[config.mk]
export PLATFORM = sky130hd
export DESIGN_NAME = framed_word_receiver_crc16_top
export DESIGN_NICKNAME = d
export VERILOG_FILES = /design/src/rtl/fwr_pkg.sv /design/src/rtl/framed_word_receiver_crc16_top.sv /design/src/rtl/fwr_front.sv /design/src/rtl/fwr_back.sv
export SDC_FILE = /design/constraint.sdc
export NUM_CORES = 1
export LEC_CHECK = 0
export BUFFER_PORTS_ARGS = -buffer_cell sky130_fd_sc_hd__buf_2
export CORE_UTILIZATION = 40
export DETAILED_ROUTE_END_ITERATION = 6
export SYNTH_ARGS = -nofsm -noshare
export SYNTH_HDL_FRONTEND = slang
export SYNTH_SLANG_ARGS = --single-unit
[constraint.sdc]
create_clock -name clk -period 3.1 [get_ports clk]
set_clock_uncertainty 0.1 [all_clocks]
set_input_delay 0 -clock clk [delete_from_list [all_inputs] [get_ports clk]]
set_output_delay 0 -clock clk [all_outputs]
set_load 0.01 [all_outputs]
[src/rtl/fwr_pkg.sv]
package fwr_pkg;

    // payload words in one frame
    localparam int WORDS = 14;
    localparam int IDX_W = (WORDS > 1) ? $clog2(WORDS) : 1;
    localparam int ADDR_W = $clog2(2 * WORDS);

    localparam logic [15:0] CRC_SEED_RESET = 16'h00FF;

    // write and commit traffic from the parser into the frame buffer
    typedef struct packed {
        logic             wr_en;
        logic [IDX_W-1:0] wr_idx;
        logic [15:0]      wr_data;
        logic             commit;
    } fwr_wr_t;

    // one byte of the reflected CCITT CRC, MCRF4XX style update
    function automatic logic [15:0] crc_step(input logic [15:0] crc, input logic [7:0] b);
        logic [7:0] d;
        d = b ^ crc[7:0];
        d = d ^ {d[3:0], 4'b0000};
        return {d, crc[15:8]} ^ {12'b0, d[7:4]} ^ {5'b0, d, 3'b000};
    endfunction

endpackage

[src/rtl/framed_word_receiver_crc16_top.sv]
// channel  | handshake           | payload
// ---------+---------------------+----------------------------------------
// input    | in_valid / in_stall | rx_byte[7:0]
// output   | out_valid/out_stall | word_index[5:0], word_value[15:0], last
// config   | cfg_write           | cfg_data[15:0] (CRC seed)
//
// One byte is taken per cycle unless stalled; parser and CRC update are combinational.
// A good frame is released as WORDS words, one per cycle unless out_stall holds, from a
// two-bank buffer; the commit on the last CRC byte is registered, then out_valid is set.
// in_stall is high only while both banks hold frames not yet fully read out.
// Reset returns the parser to the header hunt and empties the buffer; no clearing pass.
module framed_word_receiver_crc16_top (
    input  logic               clk,
    input  logic               rst_n,
    input  logic               in_valid,
    output logic               in_stall,
    input  logic [7:0]         rx_byte,
    output logic               out_valid,
    input  logic               out_stall,
    output logic [5:0]         word_index,
    output logic signed [15:0] word_value,
    output logic               last,
    input  logic               cfg_write,
    input  logic [15:0]        cfg_data
);
    import fwr_pkg::*;

    fwr_wr_t wr;
    logic    full;
    logic    accept;

    assign in_stall = full;
    assign accept   = in_valid && !full;

    fwr_front u_front (
        .clk       (clk),
        .rst_n     (rst_n),
        .accept    (accept),
        .rx_byte   (rx_byte),
        .cfg_write (cfg_write),
        .cfg_data  (cfg_data),
        .wr        (wr)
    );

    fwr_back u_back (
        .clk        (clk),
        .rst_n      (rst_n),
        .wr         (wr),
        .full       (full),
        .out_valid  (out_valid),
        .out_stall  (out_stall),
        .word_index (word_index),
        .word_value (word_value),
        .last       (last)
    );

endmodule

[src/rtl/fwr_front.sv]
module fwr_front (
    input  logic            clk,
    input  logic            rst_n,
    input  logic            accept,
    input  logic [7:0]      rx_byte,
    input  logic            cfg_write,
    input  logic [15:0]     cfg_data,
    output fwr_pkg::fwr_wr_t wr
);
    import fwr_pkg::*;

    localparam logic [7:0] CH_GT   = 8'h3E;
    localparam logic [7:0] CH_STAR = 8'h2A;

    typedef enum logic [7:0] {
        HUNT1 = 8'b0000_0001,
        HUNT2 = 8'b0000_0010,
        HUNT3 = 8'b0000_0100,
        DESC  = 8'b0000_1000,
        LO    = 8'b0001_0000,
        HI    = 8'b0010_0000,
        CRCLO = 8'b0100_0000,
        CRCHI = 8'b1000_0000
    } state_t;

    state_t           state_reg, state_next;
    logic [IDX_W-1:0] idx_reg, idx_next;
    logic [15:0]      crc_reg, crc_next;
    logic [7:0]       lo_reg, lo_next;
    logic [7:0]       rxcrc_lo_reg, rxcrc_lo_next;
    logic [15:0]      seed_reg;
    logic [15:0]      crc_upd;

    assign crc_upd = crc_step(crc_reg, rx_byte);

    always_comb
    begin
        state_next    = state_reg;
        idx_next      = idx_reg;
        crc_next      = crc_reg;
        lo_next       = lo_reg;
        rxcrc_lo_next = rxcrc_lo_reg;
        wr.wr_en      = 1'b0;
        wr.wr_idx     = idx_reg;
        wr.wr_data    = {rx_byte, lo_reg};
        wr.commit     = 1'b0;
        if (accept)
        begin
            case (state_reg)
                HUNT1:
                begin
                    state_next = (rx_byte == CH_GT) ? HUNT2 : HUNT1;
                end
                HUNT2:
                begin
                    if (rx_byte == CH_STAR)
                        state_next = HUNT3;
                    else
                        state_next = (rx_byte == CH_GT) ? HUNT2 : HUNT1;
                end
                HUNT3:
                begin
                    if (rx_byte == CH_GT)
                    begin
                        state_next = DESC;
                        crc_next   = seed_reg;
                        idx_next   = '0;
                    end
                    else
                        state_next = HUNT1;
                end
                DESC:
                begin
                    state_next = LO;
                end
                LO:
                begin
                    crc_next   = crc_upd;
                    lo_next    = rx_byte;
                    state_next = HI;
                end
                HI:
                begin
                    crc_next = crc_upd;
                    wr.wr_en = 1'b1;
                    if (idx_reg == IDX_W'(WORDS - 1))
                    begin
                        idx_next   = '0;
                        state_next = CRCLO;
                    end
                    else
                    begin
                        idx_next   = idx_reg + 1'b1;
                        state_next = LO;
                    end
                end
                CRCLO:
                begin
                    rxcrc_lo_next = rx_byte;
                    state_next    = CRCHI;
                end
                CRCHI:
                begin
                    // hand the frame over only on a good check, else drop it
                    wr.commit  = ({rx_byte, rxcrc_lo_reg} == crc_reg);
                    state_next = HUNT1;
                end
                default:
                begin
                    state_next = HUNT1;
                end
            endcase
        end
    end

    always_ff @(posedge clk or negedge rst_n)
    begin
        if (!rst_n)
        begin
            state_reg    <= HUNT1;
            idx_reg      <= '0;
            crc_reg      <= CRC_SEED_RESET;
            lo_reg       <= '0;
            rxcrc_lo_reg <= '0;
            seed_reg     <= CRC_SEED_RESET;
        end
        else
        begin
            state_reg    <= state_next;
            idx_reg      <= idx_next;
            crc_reg      <= crc_next;
            lo_reg       <= lo_next;
            rxcrc_lo_reg <= rxcrc_lo_next;
            if (cfg_write)
                seed_reg <= cfg_data;
        end
    end

    assert property (@(posedge clk) disable iff (!rst_n)
        wr.commit |-> state_reg == CRCHI)
        else $error("commit outside the check byte");

    assert property (@(posedge clk) disable iff (!rst_n)
        wr.wr_en |-> state_reg == HI)
        else $error("word write outside the high byte");

    assert property (@(posedge clk) disable iff (!rst_n)
        (accept && state_reg == HI && idx_reg == IDX_W'(WORDS - 1)) |=> state_reg == CRCLO)
        else $error("payload did not end after the last word");

endmodule

[src/rtl/fwr_back.sv]
module fwr_back (
    input  logic             clk,
    input  logic             rst_n,
    input  fwr_pkg::fwr_wr_t wr,
    output logic             full,
    output logic             out_valid,
    input  logic             out_stall,
    output logic [5:0]       word_index,
    output logic signed [15:0] word_value,
    output logic             last
);
    import fwr_pkg::*;

    // two frame banks: the parser fills one while the other drains
    logic [15:0] mem [0:2*WORDS-1];

    logic [1:0]       full_cnt_reg, full_cnt_next;
    logic             wr_bank_reg, wr_bank_next;
    logic             rd_bank_reg, rd_bank_next;
    logic [IDX_W-1:0] rd_idx_reg, rd_idx_next;
    logic             out_valid_reg, out_valid_next;
    logic [5:0]       word_index_reg;
    logic signed [15:0] word_value_reg;
    logic             last_reg;

    logic              load;
    logic              have;
    logic              take;
    logic              release_bank;
    logic [ADDR_W-1:0] waddr;
    logic [ADDR_W-1:0] raddr;

    assign waddr = ADDR_W'(wr.wr_idx) + (wr_bank_reg ? ADDR_W'(WORDS) : ADDR_W'(0));
    assign raddr = ADDR_W'(rd_idx_reg) + (rd_bank_reg ? ADDR_W'(WORDS) : ADDR_W'(0));

    assign load         = !out_valid_reg || !out_stall;
    assign have         = (full_cnt_reg != 2'd0);
    assign take         = load && have;
    assign release_bank = take && (rd_idx_reg == IDX_W'(WORDS - 1));

    always_comb
    begin
        out_valid_next = load ? have : out_valid_reg;
        rd_idx_next    = rd_idx_reg;
        if (take)
            rd_idx_next = release_bank ? '0 : rd_idx_reg + 1'b1;
        rd_bank_next  = rd_bank_reg ^ release_bank;
        wr_bank_next  = wr_bank_reg ^ wr.commit;
        full_cnt_next = full_cnt_reg + {1'b0, wr.commit} - {1'b0, release_bank};
    end

    always_ff @(posedge clk)
    begin
        if (wr.wr_en)
            mem[waddr] <= wr.wr_data;
    end

    always_ff @(posedge clk)
    begin
        if (take)
        begin
            word_value_reg <= mem[raddr];
            word_index_reg <= 6'(rd_idx_reg);
            last_reg       <= (rd_idx_reg == IDX_W'(WORDS - 1));
        end
    end

    always_ff @(posedge clk or negedge rst_n)
    begin
        if (!rst_n)
        begin
            full_cnt_reg  <= '0;
            wr_bank_reg   <= 1'b0;
            rd_bank_reg   <= 1'b0;
            rd_idx_reg    <= '0;
            out_valid_reg <= 1'b0;
        end
        else
        begin
            full_cnt_reg  <= full_cnt_next;
            wr_bank_reg   <= wr_bank_next;
            rd_bank_reg   <= rd_bank_next;
            rd_idx_reg    <= rd_idx_next;
            out_valid_reg <= out_valid_next;
        end
    end

    assign full       = (full_cnt_reg == 2'd2);
    assign out_valid  = out_valid_reg;
    assign word_index = word_index_reg;
    assign word_value = word_value_reg;
    assign last       = last_reg;

    assert property (@(posedge clk) disable iff (!rst_n)
        full |-> !wr.wr_en && !wr.commit)
        else $error("parser wrote while both banks were held");

    assert property (@(posedge clk) disable iff (!rst_n)
        full_cnt_reg != 2'd3)
        else $error("frame count overflow");

    assert property (@(posedge clk) disable iff (!rst_n)
        (full_cnt_reg == 2'd2) |-> (wr_bank_reg == rd_bank_reg))
        else $error("bank pointers out of step");

    assert property (@(posedge clk) disable iff (!rst_n)
        (out_valid_reg && last_reg) |-> word_index_reg == 6'(WORDS - 1))
        else $error("last word flagged at wrong index");

endmodule
# Yosys cells after proc, flatten, opt, wreduce, memory -nomap -nowiden
# Memories as Yosys holds them, arrays and structs flattened. A register that Yosys moved wholly into a read port is not among the register bits.
# Index checks and enable logic that the tools add are counted.
[word_totals]
reg_bits = 74
ram_bits = 448
inputBits = 29
out_inout_bits = 25
elab_cells = 75
mem_count = 1
[classes]
add_sub_neg = 6
eq_ne = 15
mux = 19
bitwise_logic = 6
n_reduce_logical = 15
[memory_table]
columns = ["name", "words", "word_bits", "rd", "rd_clocked_by_memory_dff", "write_ports", "line_no", "source"]
rows = [
  ["u_back.mem", 28, 16, 1, 1, 1, "fwr_back.sv:15", "logic [15:0] mem [0:2*WORDS-1];"],
]
[ops]
columns = ["cell", "count"]
rows = [
  ["8-bit case mux with 7 select lines", 1],
  ["16-bit case mux with 2 select lines", 1],
  ["8-bit by 6-bit == test with 1-bit output (second input constant)", 3],
  ["4-bit 2-to-1 mux", 6],
  ["16-bit == test", 1],
  ["16-bit 2-to-1 mux", 1],
  ["16-bit by 11-bit XOR with 16-bit output", 1],
  ["16-bit by 4-bit XOR with 16-bit output", 1],
  ["8-bit XOR", 2],
  ["4-bit by 5-bit adder with 5-bit output", 2],
  ["4-bit by 1-bit adder with 4-bit output (second input constant)", 2],
  ["4-bit == test (second input constant)", 2],
  ["8-bit by 1-bit == test with 1-bit output (second input constant)", 1],
  ["8-bit by 2-bit == test with 1-bit output (second input constant)", 1],
  ["8-bit by 3-bit == test with 1-bit output (second input constant)", 1],
  ["8-bit by 4-bit == test with 1-bit output (second input constant)", 1],
  ["8-bit by 5-bit == test with 1-bit output (second input constant)", 1],
  ["8-bit by 7-bit == test with 1-bit output (second input constant)", 1],
  ["8-bit == test (second input constant)", 1],
  ["8-bit 2-to-1 mux", 1],
  ["4-bit case mux with 2 select lines", 1],
  ["7-bit 2-to-1 mux", 1],
  ["1-bit 2-to-1 mux", 6],
  ["3-bit AND reduction", 2],
  ["other kinds (12)", 20],
]

# Logic depth before layout (Yosys ltp)
[depth]
ltp_word = 6
ltp_mapped = 9
depth_no_buf = 9

# Hierarchy
# From an unflattened synthesis, not the netlist that was laid out.
[hier_totals]
cells_unflattened = 1231
area_unflattened_um2 = 22018.6
[by_module_without_submodules]
columns = ["mod", "instances", "cells_each", "area_each_um2", "seq_area_each_um2"]
rows = [
  ["fwr_back", 1, 959, 18746.7, 14308.7],
  ["fwr_front", 1, 271, 3258.1, 1522.7],
  ["framed_word_receiver_crc16_top", 1, 1, 13.8, 0.0],
]

# Worst setup path before layout
# OpenSTA, ideal clock, no wires.
[synth_path]
kind = "register to register"
from = "reg u_back.rd_bank_reg"
to = "reg u_back.word_value_reg[10], in the netlist u_back.word_value[10] (read register of u_back.mem) (data pin)"
setup_ps = 265
t_arrival_ps = 2686
t_required_ps = 2735
path_slack_ps = 48
stages_incl_launch_ff = 8
path_buffers = 2
synth_period_minus_slack_ps = 3052
cell_sequence = "dfrtp_1 > ha_1 > fa_1 > buf_1 > buf_1 > mux2i_1 > nor2_1 > or3_1"
[synth_via]
elab_chain_cells = 2
[synth_rtl]
columns = ["item", "line_no", "source"]
rows = [
  ["start: declaration", "fwr_back.sv:19", "logic rd_bank_reg, rd_bank_next;"],
  ["start signal: assignment", "fwr_back.sv:82", "rd_bank_reg <= rd_bank_next;"],
  ["4-bit 2-to-1 mux", "fwr_back.sv:34", "assign raddr = ADDR_W'(rd_idx_reg) + (rd_bank_reg ? ADDR_W'(WORDS) : ADDR_W'(0));"],
  ["4-bit by 5-bit adder with 5-bit output", "fwr_back.sv:34", ""],
  ["end: declaration", "fwr_back.sv:23", "logic signed [15:0] word_value_reg;"],
]
# Every way passes these cells.
# A chain may end at the register's enable or synchronous reset.

# Worst setup path in the final report
[layout_path]
from = "reg u_back.rd_bank_reg"
to = "reg u_back.word_value_reg[4], in the netlist u_back.word_value[4] (read register of u_back.mem) (data pin)"
# Same word-level chain as after synthesis.

==> reports/qor.yml <==
drt:
  routed-via-count: 10900
  ant_nets: 0
  totalWireLength_um: 49500
  dr.pass1.iters: 5
  drtIter0Drc: 889
  routedWlPerCell_um: 24.3
  vias_per_cell: 5.36
  drc: 0
floorplan:
  rows: 84
  core_mm2: 0.0530
  start_util_pct: 40.8
  die_h_um: 235
  die_x_um: 235
  die_area_mm2: 0.0550
  ios: 54
logic_synthesis:
  syn_avg_cell_area_um2: 19.6
  async_flop_share_pct: 12.8
  synth_area_leaders: "edfxtp_1 65%, mux4_2 12%, dfrtp_1 6.0%"
  post_synth_inst_count: 1106
  syn_area_mm2: 0.0216
  synth-main-ff-cell: "edfxtp_1"
  synth_top_area_cell: "edfxtp_1"
  synth_top_area_share_pct: 65.1
  synth_cell_types: 50
  ys_seq_area_share_pct: 73.2
  synth-edff-count: 469
  synth-seq-cells: 538
  yosys_warnings: 0
placed_design:
  portBuffers: 51
  dp.cells: 1880
  place.gp.congestion: 0.802
  dp_hpwl_um: 30700
clock_network:
  path_clk_slew_ns: 0.06
  clk_path_buf_depth: 3
  ctsRootBufferMaster: "clkbuf_16"
  htree_levels: 2
  tritoncts: "done"
  cts.sinks: 538
  worstSkewPairLatency_ns: 0.61
  numCtsBuffers: 57
worst_setup_path:
  arrival_ns: 3.29
  crit_path_top_delay_cell: "fa_4"
  path_delay_family: "adder cells"
  start_kind: "flop"
  r2r_start: "u_back.rd_bank_reg"
  cp_num_buf_inv: 1
  cp_max_fo: 7
  r2r_cells: 7
  rr_endpoint: "u_back.word_value[4]"
  crit_chain: "ha_4 > fa_4 > buf_4 > mux4_2 > mux2i_1 > o22ai_1 > or3_1"
  cp.required_ns: 3.36
  slowest_delay_ns: 0.98
  ff2ff_setup_slack_ns: 0.06
  endpoint_kind: "flop"
  path_class: "flop to flop"
job:
  maxCapViolations: 0
cells_and_area:
  instances_no_fill: 2035
  multiInputGateArea_mm2: 0.00558
  nets: 1343
  largest_reg_flops: 448
  regArea_mm2: 0.0158
  drive_gt1_share_pct: 30.6
  final_common_cell: "edfxtp_1"
  nFillCells: 4398
  final_cell_mix: "469 x edfxtp_1, 112 x mux4_2, 73 x buf_4"
  antenna_cells: 0
  final_util_pct: 48.4
  area_growth_pct: 18.4
  top_register: "u_back.mem"
run_status:
  status: "finished, final reports clean"
power:
  power_density_mw_per_mm2: 578
  p_seq_share_pct: 53.1
  p_clk_share_pct: 44.8
  power.leakage_nw: 9.42
  p_int_mw: 11.8
  p_total_mw: 14.8
  switching_share_pct: 20.1
  vdd_drop_max_mv: 0.496
  power.switching_mw: 2.97
  p_comb_share_pct: 2.1
grt:
  track_usage_pct: 18.4
  grt_pass1_wl_um: 73100
  antenna_found_initial: 0
  grt_max_degree: 46
  grt_pass1_vias: 11100
  grt-ovfl-total: 0
timing:
  setup_viol: 0
  rsz0062_at_grt: "no"
  drv_slew: 0
  hold_viol: 0
  max_freq_mhz: 329
  worstMarginPinSlew_ns: 1.13
  tns_ns: 0
  max_slew_margin_pct: 24.5
  post-route-period-util_pct: 97.9
  period_minus_slack_ns: 3.04
min_path:
  hold_depth: 4
  min_to: "u_back.out_valid"
  hp-class: "input pin to flop"
  min_from: "out_stall"
## worst max-delay path by stage
stage	startpoint	endpoint	slack (ns)	depth (start not counted)
global placement	u_back.rd_bank_reg	u_back.word_value[12]	0.07	7
CTS	u_back.rd_bank_reg	u_back.word_value[12]	0.03	7
global route	u_back.rd_bank_reg	u_back.word_value[4]	0.005	7
detailed placement	u_back.rd_bank_reg	u_back.word_value[12]	0.05	7
floorplan	u_back.rd_bank_reg	u_back.word_value[10]	0.05	7
finish	u_back.rd_bank_reg	u_back.word_value[4]	0.06	7
## cell usage after synthesis (4+ instances only)
master,n
mux2_2,46
nor3_1,4
mux2i_1,49
nand3_1,13
nor2_1,57
o21ai_0,22
mux4_2,112
nand4_1,4
or3_1,19
inv_1,9
nand2_1,35
clkbuf_1,17
a31oi_1,4
buf_1,21
nor2b_1,19
dfstp_2,17
o22ai_1,17
mux2_4,8
edfxtp_1,469
a21o_1,4
xnor2_1,25
xor2_1,24
dfrtp_1,52
nand2b_1,5
ha_1,12
## routing by layer
layer	wire (um)	GRT usage, %
met3	1980	2.41
met1	22100	25.8
met2	24200	29.8
met4	1210	5.83
met5	0	0
## area by class of cell
cell class | count | area share, %
flip-flops and latches | 538 | 61.8
multi-input cells | 513 | 21.8
clock inverters | 37 | 1.36
inverters | 9 | 0.132
clock buffers | 69 | 5.82
repair buffers | 181 | 5.76
well taps | 688 | 3.36
## cell families after synthesis
family / synth area share [%]
flops: 73.2
mux: 17.0
simple gates: 4.07
compound gates: 1.70
buf+inv: 1.20
xor+xnor: 1.98
fa+ha+maj: 0.879
other cells: 0.0173
## stage by stage
step,cell area (um^2),hold WS [ns],setup WS (ns)
after detailed placement,23300,0.0356,0.0471
after CTS,25600,0.00441,0.0339
final,25600,0.0367,0.0646
after floorplan,21600,-0.396,0.0483
after global routing,25600,0.0738,0.00531
after global placement,23300,0.0229,0.0707
## power by group through the flow
stage                     Sequential, mW  Combinational (mW)  Clock, mW
after detailed placement            8.02               0.243          0
final                               7.87               0.307       6.64
after floorplan                     8.01               0.106          0
after CTS                           7.87               0.306       6.80
after global routing                7.87               0.336       7.08
after global placement              8.02               0.236          0
## repair_timing
action	in CTS	in global routing
setup endpoints to repair	0	4
hold buffers	47	0
gates resized for setup	0	2
setup buffers	0	3
hold endpoints to repair	327	0
## tightest hold or removal path: stages
cell and delay (ns):
dlygate4sd3_1 0.52, buf_2 0.09, nand2_1 0.05, nand2_1 0.06
Power figures use the tool's default switching activity.
